<file path="config.mk">
export PLATFORM = sky130hd
export DESIGN_NAME = pde_ctrl
export DESIGN_NICKNAME = d
export VERILOG_FILES = /design/src/pde_pkg.sv /design/src/pde_ctrl.sv
export SDC_FILE = /design/constraint.sdc
export NUM_CORES = 1
export LEC_CHECK = 0
export BUFFER_PORTS_ARGS = -buffer_cell sky130_fd_sc_hd__buf_2
export CORE_MARGIN = 5
export CORE_UTILIZATION = 48
export CTS_BUF_LIST = sky130_fd_sc_hd__clkbuf_8
export CTS_CLUSTER_SIZE = 25
export DETAILED_ROUTE_END_ITERATION = 8
export PLACE_DENSITY_LB_ADDON = 0.2
export SKIP_LAST_GASP = 1
export SLEW_MARGIN = 30
export SYNTH_ARGS = -nofsm -noshare
export SYNTH_HDL_FRONTEND = slang
export SYNTH_SLANG_ARGS = --single-unit
</file>
<file path="constraint.sdc">
create_clock -name clk -period 4.79 [get_ports clk]
set_input_delay 0.958 -clock clk [delete_from_list [all_inputs] [get_ports clk]]
set_output_delay 0.958 -clock clk [all_outputs]
set_load 0.05 [all_outputs]
</file>
<file path="src/pde_pkg.sv">
package pde_pkg;

  localparam int COORD_W = 16;
  localparam int DIST_W  = 29;
  localparam int NODE_W  = 6;
  localparam int PCNT_W  = 7;
  localparam int DCNT_W  = 5;
  localparam int CFG_IDX_W = 2;

  localparam logic [CFG_IDX_W-1:0] REG_NORM_MODE   = 2'd0;
  localparam logic [CFG_IDX_W-1:0] REG_POINT_COUNT = 2'd1;
  localparam logic [CFG_IDX_W-1:0] REG_DIM_COUNT   = 2'd2;

  localparam logic OP_WRITE = 1'b0;
  localparam logic OP_EMIT  = 1'b1;

  // sum of squares: 16 terms of 34 bits -> 38 bits; shifted by 16 -> 54 bits
  localparam int ACC_W  = 40;
  localparam int RAD_W  = 56;
  localparam int ROOT_W = 28;

  typedef struct packed {
    logic clear;      // clear accumulator
    logic acc_en;     // accumulate difference of current read pair
    logic sqrt_start; // start root of accumulator
  } pde_cmd_t;

  typedef struct packed {
    logic sqrt_busy;
  } pde_sts_t;

endpackage

</file>
<file path="src/pde_ctrl.sv">
module pde_ctrl
  import pde_pkg::*;
#(
  parameter int MAX_POINTS = 64,
  parameter int MAX_DIMS = 16,
  parameter int DM_W = 4,
  parameter int ADDR_W = 10
) (
  input  logic                 clk,
  input  logic                 rst_n,
  input  logic                 in_valid,
  output logic                 in_stall,
  input  logic                 in_opcode,
  input  logic [5:0]           in_point_index,
  input  logic [3:0]           in_dim_index,
  input  logic                 norm_mode,
  input  logic [PCNT_W-1:0]    point_count,
  input  logic [DCNT_W-1:0]    dim_count,
  output logic                 wr_en,
  output logic [ADDR_W-1:0]    wr_addr,
  output logic [ADDR_W-1:0]    rd_addr_a,
  output logic [ADDR_W-1:0]    rd_addr_b,
  output pde_cmd_t             cmd,
  input  pde_sts_t             sts,
  input  logic [DIST_W-1:0]    pair_dist,
  output logic                 out_valid,
  input  logic                 out_stall,
  output logic [DIST_W-1:0]    out_distance,
  output logic [NODE_W-1:0]    out_first_node,
  output logic [NODE_W-1:0]    out_second_node,
  output logic                 out_row_end,
  output logic                 out_list_end
);

  localparam int PCAP = (MAX_POINTS < 64) ? MAX_POINTS : 64;

  typedef enum logic [5:0] {
    S_IDLE  = 6'b000001,
    S_READ  = 6'b000010,
    S_DRAIN = 6'b000100,
    S_ROOT  = 6'b001000,
    S_WAIT  = 6'b010000,
    S_OUT   = 6'b100000
  } state_t;

  state_t            state_r, state_nxt;
  logic [NODE_W-1:0] row_r, row_nxt, i_r, i_nxt, j_r, j_nxt;
  logic [DM_W:0]     k_r, k_nxt;
  logic [2:0]        drain_r, drain_nxt;
  logic [PCNT_W-1:0] n_eff;
  logic [DCNT_W-1:0] d_eff;
  logic              acc_in;
  logic              out_v_nxt;
  logic              last_j;

  always_comb begin
    n_eff = point_count;
    if (n_eff < PCNT_W'(2)) n_eff = PCNT_W'(2);
    if (n_eff > PCNT_W'(PCAP)) n_eff = PCNT_W'(PCAP);
    d_eff = dim_count;
    if (d_eff < DCNT_W'(1)) d_eff = DCNT_W'(1);
    if (32'(d_eff) > MAX_DIMS) d_eff = DCNT_W'(MAX_DIMS);
  end

  assign acc_in   = in_valid && !in_stall;
  assign in_stall = (state_r != S_IDLE) || out_valid;
  assign last_j   = (PCNT_W'(j_r) == n_eff - PCNT_W'(1));

  assign wr_en   = acc_in && in_opcode == OP_WRITE && 32'(in_point_index) < MAX_POINTS
                   && 32'(in_dim_index) < MAX_DIMS;
  assign wr_addr = ADDR_W'(32'(in_point_index) * MAX_DIMS + 32'(in_dim_index));
  assign rd_addr_a = ADDR_W'(32'(i_r) * MAX_DIMS + 32'(k_r));
  assign rd_addr_b = ADDR_W'(32'(j_r) * MAX_DIMS + 32'(k_r));

  always_comb begin
    state_nxt = state_r;
    row_nxt = row_r;
    i_nxt = i_r;
    j_nxt = j_r;
    k_nxt = k_r;
    drain_nxt = drain_r;
    out_v_nxt = out_valid && out_stall;
    cmd = '0;
    case (state_r)
      S_IDLE: begin
        if (acc_in) begin
          if (in_opcode == OP_WRITE) begin
            row_nxt = '0;
          end else begin
            i_nxt = (PCNT_W'(row_r) > n_eff - PCNT_W'(2)) ? '0 : row_r;
            j_nxt = i_nxt + NODE_W'(1);
            k_nxt = '0;
            cmd.clear = 1'b1;
            state_nxt = S_READ;
          end
        end
      end
      S_READ: begin
        cmd.acc_en = 1'b1;
        k_nxt = k_r + 1'b1;
        if (DCNT_W'(k_r) == d_eff - DCNT_W'(1)) begin
          drain_nxt = '0;
          state_nxt = S_DRAIN;
        end
      end
      S_DRAIN: begin
        drain_nxt = drain_r + 3'd1;
        if (drain_r == 3'd3) begin
          if (norm_mode) begin
            cmd.sqrt_start = 1'b1;
            state_nxt = S_ROOT;
          end else begin
            state_nxt = S_WAIT;
          end
        end
      end
      S_ROOT: begin
        if (!sts.sqrt_busy) state_nxt = S_WAIT;
      end
      S_WAIT: begin
        if (!out_valid || !out_stall) begin
          out_v_nxt = 1'b1;
          state_nxt = S_OUT;
        end
      end
      S_OUT: begin
        if (last_j) begin
          row_nxt = (PCNT_W'(i_r) + PCNT_W'(1) > n_eff - PCNT_W'(2)) ? '0 : i_r + 1'b1;
          state_nxt = S_IDLE;
        end else begin
          j_nxt = j_r + 1'b1;
          k_nxt = '0;
          cmd.clear = 1'b1;
          state_nxt = S_READ;
        end
      end
      default: state_nxt = S_IDLE;
    endcase
  end

  always_ff @(posedge clk) begin
    if (!rst_n) begin
      state_r <= S_IDLE;
      row_r <= '0;
      out_valid <= 1'b0;
    end else begin
      state_r <= state_nxt;
      row_r <= row_nxt;
      out_valid <= out_v_nxt;
    end
    i_r <= i_nxt;
    j_r <= j_nxt;
    k_r <= k_nxt;
    drain_r <= drain_nxt;
    if (state_r == S_WAIT && (!out_valid || !out_stall)) begin
      out_distance <= pair_dist;
      out_first_node <= i_r;
      out_second_node <= j_r;
      out_row_end <= last_j;
      out_list_end <= last_j && (PCNT_W'(i_r) == n_eff - PCNT_W'(2));
    end
  end

endmodule

</file>
==> summary.md, run 1 <==
| Metric | Value |
|---|---|
| Run status | `finished clean` |
| Clock latency on the worst-skew pair | `approximately 350 ps` |
| Worst Setup Start Kind | `primary input` |
| Wire length on met1 | `approximately 4400 um` |
| Post-route antenna net violation count | `0` |
| Overall overflow remaining after global route | `0` |
| Setup Skew | `8.35 ps` |
| Die span in y | `105 um` |
| Arrival @ worst endpoint | `around 3600 ps` |
| Gate Count Post-Synth | `about 390` |
| Uppermost routed layer | `met4` |
| FFs w/ async S/R, synth | `0%` |
| Worst IR Drop VDD | `~250 uV` |
| Number of nets in the final layout | `565` |
| ANT cells | `0` |
| First-pass iteration count of the detailed router | `4` |
| Routed WL | `9730 um` |
| Most frequent standard cell in the layout excluding fill and tap cells | `sky130_fd_sc_hd__buf_2` |
| Highest attainable clock frequency | `0.218 GHz` |
| Critical Path End Type | `primary output` |
| MaxCap Viol Count | `0` |
| P per Cell Area | `about 360 nW/um^2` |
| Reg clk slew, reported paths | `roughly 80 ps` |
| CP max stage delay | `about 380 ps` |
| Dominant register cell in the synthesized netlist | `sky130_fd_sc_hd__edfxtp_1` |
| Number of synthesized flops with an enable pin | `63` |
| Total Die Area | `between 10000 and 15000 um^2` |
| Layout cell share with drive strength beyond 1 | `between 20 and 30%` |
| Cell row count | `34` |
| RD Place Congestion | `0.882` |
| Number of setup violations in the final report | `0` |
| H-tree levels | `3` |
| Worst slew pin tran | `609 ps` |
| Fin util | `about 58%` |
| Number of distinct library cell variants in the gate-level netlist after synthesis | `62` |
| Number of warning messages in the yosys log | `0` |
| Unrepaired setup endpoints after global routing | `false` |
| CTS buffer count | `9` |
| CTS root buf | `sky130_fd_sc_hd__clkbuf_8` |
| Count of input and output buffers | `between 100 and 150` |
| Total GRT Usage | `17.7%` |
| Critical path data required time | `between 3000 and 4000 ps` |
| Via-to-Cell Ratio | `between 5 and 6` |
| Number of placed I/O pins | `137` |
| Leakage component of the power | `~0.0022 uW` |
| Met2 wire length | `between 4000 and 5000 um` |
| Remaining DRCs | `0` |
| Cell seen most often among critical-path stages | `sky130_fd_sc_hd__buf_2` |
| PnR Total Power | `approximately 1800 uW` |
| First-pass GRT wire length | `about 16000 um` |
| CTS sink cnt | `76` |
| Horizontal die dimension | `between 100 and 150 um` |
| Total vias in the final route | `around 3200` |
| Effective utilization at floorplan | `between 40 and 50%` |
| Series of cell instances along the critical path | `buf_2 > nor4_4 > a21oi_1 > inv_1 > ha_1 > nand2_1 > mux2_2 > o221ai_1 > xor2_1 > nand3_1 > a21o_1 > buf_2` |
| Endpoints failing hold | `0` |
| Worst relative slew slack | `around three fifths` |
| Drt first-iter violations | `between 100 and 150` |
| Period Utilization, post-route | `a little over nine tenths` |
| Post-route minimum period | `approximately 4600 ps` |
| Post-synthesis to final-layout area growth | `17.9%` |
| Sum of negative setup slack | `0 ps` |
| Via count of the first global-routing pass | `approximately 3200` |
| Crit Path Category | `in2out` |
| Share of the synthesized area in the top cell type | `between 40 and 50%` |
| Number of antenna violations at the first check in global routing | `0` |
| Tightest hold margin | `approximately 500 ps` |
| Flip-flop and latch count after synthesis | `76` |
| Type of the worst min-delay path | `reg2reg` |
| Maximum fanout along the worst path | `7` |
| Max-slew violation count | `0` |
| Critical path's slowest cell | `sky130_fd_sc_hd__nor4_4` |
| CTS tree | `yes` |
| Syn_nets | `468` |
| Core area | `roughly 8700 um^2` |
| Most used cells in the layout excluding fill and tap cells | `116 x sky130_fd_sc_hd__buf_2, 63 x sky130_fd_sc_hd__edfxtp_1, 24 x sky130_fd_sc_hd__ha_1, 22 x sky130_fd_sc_hd__inv_1, 22 x sky130_fd_sc_hd__xnor2_1` |
| Largest cells by area after synthesis | `sky130_fd_sc_hd__edfxtp_1 44%, sky130_fd_sc_hd__ha_1 7.0%, sky130_fd_sc_hd__dfxtp_1 6.0%` |
| Hold-fix buffer count after cts | `0` |
| Detailed placement HPWL | `~7400 um` |
| Cell type contributing the most total cell area after synthesis | `sky130_fd_sc_hd__edfxtp_1` |
| Largest net degree at the start of global routing | `22` |
| Per-cell routed wire length | `roughly 16 um` |
| Detailed-routed wire length on met3 | `about 850 um` |
| Average size of a mapped cell | `between 10 and 15 um^2` |
| Seq/Total Area, Yosys | `between 40% and 50%` |
| Maximum buffer depth of the clock tree | `2` |
| Synth Cell Area | `between 4000 and 5000 um^2` |
metrics by stage:
stage / instance area [um^2] / worst slack (ps) / instances
after floorplan: 4310 / 70.5 / 386
after global placement: 4850 / 263 / 579
after detailed placement: 4860 / 99.3 / 580
after CTS: 5080 / 103 / 596
after global routing: 5080 / 51.9 / 596
final: 5080 / 205 / 596
critical path: cells and delay by family:
family | cells | cell delay, ps
XOR/XNOR | 1 | 320
AO/OA/AOI/OAI | 3 | 690
buffers and inverters | 3 | 430
adder cells (fa/ha/maj) | 1 | 300
AND/OR/NAND/NOR | 3 | 630
multiplexers | 1 | 270
logic make-up after synthesis:
logic type                 count (synthesis)  share of synthesized area (%)
and+or+nand+nor                          119                           16.0
DFF                                       76                           49.9
AOI/OAI and AO/OA                         61                           9.98
buffers and inverters                     56                           6.85
xor gates and xnor gates                  41                           8.33
adders and majority gates                 25                           7.20
muxes                                      7                           1.65
other                                      1                         0.0870
synth_stat cells (3+ instances only):
library cell               number
sky130_fd_sc_hd__a21oi_1       11
sky130_fd_sc_hd__o21ai_0       13
sky130_fd_sc_hd__and2_1         3
sky130_fd_sc_hd__inv_1         22
sky130_fd_sc_hd__o21a_1         3
sky130_fd_sc_hd__nand2_1       17
sky130_fd_sc_hd__nand2b_1       6
sky130_fd_sc_hd__nand4_1        8
sky130_fd_sc_hd__nand3b_1       4
sky130_fd_sc_hd__mux2i_1        6
sky130_fd_sc_hd__or3_1          3
sky130_fd_sc_hd__dfxtp_1       13
sky130_fd_sc_hd__buf_4         20
sky130_fd_sc_hd__clkbuf_1      10
sky130_fd_sc_hd__edfxtp_1      63
sky130_fd_sc_hd__nor4_1         3
sky130_fd_sc_hd__nand3_1       20
sky130_fd_sc_hd__nor3_1         7
sky130_fd_sc_hd__nor2b_1       13
sky130_fd_sc_hd__o31ai_1        7
sky130_fd_sc_hd__and3_1         9
sky130_fd_sc_hd__nor2_1        14
sky130_fd_sc_hd__ha_1          24
sky130_fd_sc_hd__xnor2_1       22
sky130_fd_sc_hd__xor2_1        19
timing repair:
| item | CTS | global route |
|---|---|---|
| hold endpoints to repair | 0 | 0 |
| buffers inserted | 0 | 0 |
| gates resized for setup | 0 | 1 |
| setup endpoints to repair | 0 | 1 |
flip-flops by register name (all words and copies together), names as in the netlist:
register         count
i_r                  6
out_row_end          1
out_distance        29
j_r                  6
drain_r              3
out_second_node      6
k_r                  5
out_valid            1
out_first_node       6
out_list_end         1
row_r                6
state_r              6
power breakdown:
group	internal (uW)	switching, uW	leakage (uW)
registers	754	54.3	0.000678
logic	166	325	0.00137
clock network	296	245	0.000108
worst paths after layout:
kind | start | to | slack (ps) | depth (start not counted)
worst min register to register | row_r[0] | row_r[0] | 500 | 2
worst min-delay path | row_r[0] | row_r[0] | 500 | 2
worst max register to register | i_r[0] | row_r[4] | 2180 | 10
worst max-delay path | point_count[5] | cmd[2] | 210 | 12
routing by layer:
metal	global-route usage [%]	vias up
met1	24.1	1479
li1	-	1582
met3	4.62	18
met2	26.9	131
met5	0	-
met4	7.58	0
cell type report:
type | count | area, um^2
clock buffers | 9 | 124
inverters | 22 | 82.6
fillers | 751 | 3640
repair buffers | 120 | 618
multi-input cells | 254 | 1880
flip-flops and latches | 76 | 2150
clock inverters | 7 | 97.6
well taps | 108 | 135
(Power assumes the default switching activity.)
==> run 2, diff against run 1 <==
CORE_ASPECT_RATIO = 1.5   (was default)
CORE_UTILIZATION = 23   (was 48)
CTS_BUF_LIST = sky130_fd_sc_hd__clkbuf_2   (was sky130_fd_sc_hd__clkbuf_8)
==> run 2 against run 1 <==
Effect of this change: count of clock-buffer cells in the layout unchanged; first-iteration DRC count up 10%; combinational power grew 3%; critical path type unchanged.
==> summary.md, run 2 (synthesis gave the netlist of run 1 again) <==
| Metric | Value |
|---|---|
| Run status | `finished clean` |
| Drt first-iter violations | `116 (+10%)` |
| Arrival @ worst endpoint | `3550 ps (-80 ps)` |
| Critical path's top delay family | `compound AO/OA/AOI/OAI gates` |
| Number of antenna violations at the first check in global routing | `1 (+1)` |
| Worst slack after detailed placement | `238 ps (+138 ps)` |
| Count of input and output buffers | `116 (unchanged)` |
| H-tree levels | `3 (unchanged)` |
| CTS sink cnt | `76 (unchanged)` |
| Combined flip-flop and latch cell area | `2150 um^2 (unchanged)` |
| Unrepaired setup endpoints after global routing | `false` |
| Layout cell share with drive strength beyond 1 | `30.4% (+0.49 points)` |
| Worst Setup Start Kind | `primary input` |
| CP max stage delay | `410 ps (+30 ps)` |
| Type of the worst min-delay path | `reg2reg` |
| Overall overflow remaining after global route | `0 (unchanged)` |
| Hold wc startpoint | `row_r[0]` |
| Post-synthesis to final-layout area growth | `20.2%` |
| Worst IR Drop VDD | `210 uV (-17%)` |
| Core area | `18500 um^2 (+110%)` |
| Series of cell instances along the critical path | `buf_2 > nor4_4 > a21oi_1 > inv_1 > ha_1 > nand2_1 > mux2_2 > o221ai_1 > xor2_1 > nand3_1 > a21o_1 > buf_2` |
| Worst slew pin tran | `633 ps (+24.1 ps)` |
| Die span in y | `178 um (+70%)` |
| P per Cell Area | `330 nW/um^2 (-8.8%)` |
| Post-route antenna net violation count | `0 (unchanged)` |
| Reg clk slew, reported paths | `220 ps (+140 ps)` |
| Post_cts resized | `0 (unchanged)` |
| Remaining DRCs | `0 (unchanged)` |
| Number of placed I/O pins | `137 (unchanged)` |
| Maximum fanout along the worst path | `5 (-2)` |
| Clock latency on the worst-skew pair | `540 ps (+190 ps)` |
| Count of buffer and inverter cells on the critical path | `3 (unchanged)` |
| Critical path's slowest cell | `sky130_fd_sc_hd__nor4_4` |
| Worst relative slew slack | `57.4% (-1.6 points)` |
| Flop-to-flop setup slack | `2180 ps (about the same)` |
| Largest net degree at the start of global routing | `44 (+100%)` |
| Per-cell routed wire length | `15.8 um (-3.1%)` |
| Leakage component of the power | `0.00213 uW (-1.2%)` |
| Cell row count | `61 (+79%)` |
| Most frequent standard cell in the layout excluding fill and tap cells | `sky130_fd_sc_hd__buf_2` |
| Slack of the critical path | `286 ps (+81.0 ps)` |
| Capture instance of the worst register-to-register path | `row_r[0]` |
| Highest attainable clock frequency | `0.222 GHz (+1.8%)` |
| Effective utilization at floorplan | `23.3% (-26 points)` |
| PnR Total Power | `1710 uW (-7.1%)` |
| Sum of negative setup slack | `0 ps (unchanged)` |
| Post-route minimum period | `4500 ps (-81.0 ps)` |
| Crit Path Category | `in2out` |
| Horizontal die dimension | `122 um (+16%)` |
| Number of flip-flops under the largest register name | `29 (unchanged)` |
| First-pass GRT wire length | `18300 um (+15%)` |
| Endpoints failing hold | `0 (unchanged)` |
| RD Place Congestion | `0.826 (-6.3%)` |
| CTS buffer count | `9 (unchanged)` |
| Most used cells in the layout excluding fill and tap cells | `116 x sky130_fd_sc_hd__buf_2, 63 x sky130_fd_sc_hd__edfxtp_1, 24 x sky130_fd_sc_hd__ha_1, 22 x sky130_fd_sc_hd__inv_1, 22 x sky130_fd_sc_hd__xnor2_1` |
| Total vias in the final route | `3260 (+1.6%)` |
| Via count of the first global-routing pass | `3365 (+6.3%)` |
| First-pass iteration count of the detailed router | `4 (unchanged)` |
| Hold-fix buffer count after cts | `0 (unchanged)` |
| R2R cell count | `10 (unchanged)` |
| MaxCap Viol Count | `0 (unchanged)` |
| Hold path cells | `2 (unchanged)` |
| Area of the multi-input gates | `1880 um^2 (unchanged)` |
| Number of fill cells in the layout | `1992 (+170%)` |
| Maximum buffer depth of the clock tree | `2 (unchanged)` |
| Critical Path End Type | `primary output` |
| Detailed placement HPWL | `9200 um (+24%)` |
| Top reg by flops | `out_distance` |
| Number of setup violations in the final report | `0 (unchanged)` |
| Max-slew violation count | `0 (unchanged)` |
| Routed WL | `11800 um (+21%)` |
| End point of the worst hold path | `row_r[0]` |
| Total Die Area | `21600 um^2 (+97%)` |
| Critical path data required time | `3830 ps (about the same)` |
| Crit Reg-Reg Startpoint | `i_r[1]` |
| CTS root buf | `sky130_fd_sc_hd__clkbuf_2` |
| Cell seen most often among critical-path stages | `sky130_fd_sc_hd__buf_2` |
| Period Utilization, post-route | `94.0% (-1.7 points)` |
| Number of setup buffers added after CTS | `0 (unchanged)` |
| Total GRT Usage | `10.8% (-6.9 points)` |
| Setup Skew | `35.4 ps (+27.0 ps)` |
| Via-to-Cell Ratio | `4.39 (-19%)` |
| Number of nets in the final layout | `567 (+0.35%)` |
| CTS tree | `yes` |
-- run 2: worst max path at each step --
stage / cells after the start / endpoint / startpoint / slack [ps]
floorplan: 4 / out_distance[0] / state_r[2] / 70
global placement: 12 / cmd[2] / point_count[5] / 350
detailed placement: 17 / j_r[4] / point_count[5] / 240
CTS: 12 / cmd[2] / point_count[5] / 290
global route: 12 / cmd[2] / point_count[5] / 100
finish: 12 / cmd[2] / point_count[5] / 290
-- run 2: metal layers --
layer,wire (um),track usage [%],vias to the layer above
li1,-,-,1584
met1,4370,12.0,1560
met2,6470,19.9,89
met3,550,1.91,27
met4,357,5.09,0
met5,0,0,-
-- run 2: stage by stage --
step	hold WS, ps	utilization, %	area, um^2	cells
2_1_floorplan	424	-	4310	386
3_3_place_gp	493	27.3	5050	726
3_5_place_dp	495	27.3	5050	726
4_1_cts	488	28.0	5180	742
5_1_grt	447	28.1	5180	743
6_report	517	28.1	5180	743
-- run 2: worst min-delay path: stages (launching register included) --
cell                      delay (ps)
sky130_fd_sc_hd__dfxtp_1         380
sky130_fd_sc_hd__nand4_1          70
sky130_fd_sc_hd__o31ai_1          60
-- run 2: cell type report --
class                   instances  share of cell area, %
diodes                          1                 0.0483
clock buffers                   9                  0.869
clock inverters                 7                   1.62
inverters                      22                   1.59
multi-input cells             254                   36.2
flip-flops and latches         76                   41.5
well taps                     252                   6.08
repair buffers                122                   12.1
-- run 2: report_power, final --
group	total (uW)	leakage (uW)	internal (uW)	switching (uW)
registers	811	0.000678	754	57.1
logic	504	0.00138	169	335
clock network	395	0.0000750	130	265
total	1710	0.00213	1050	657
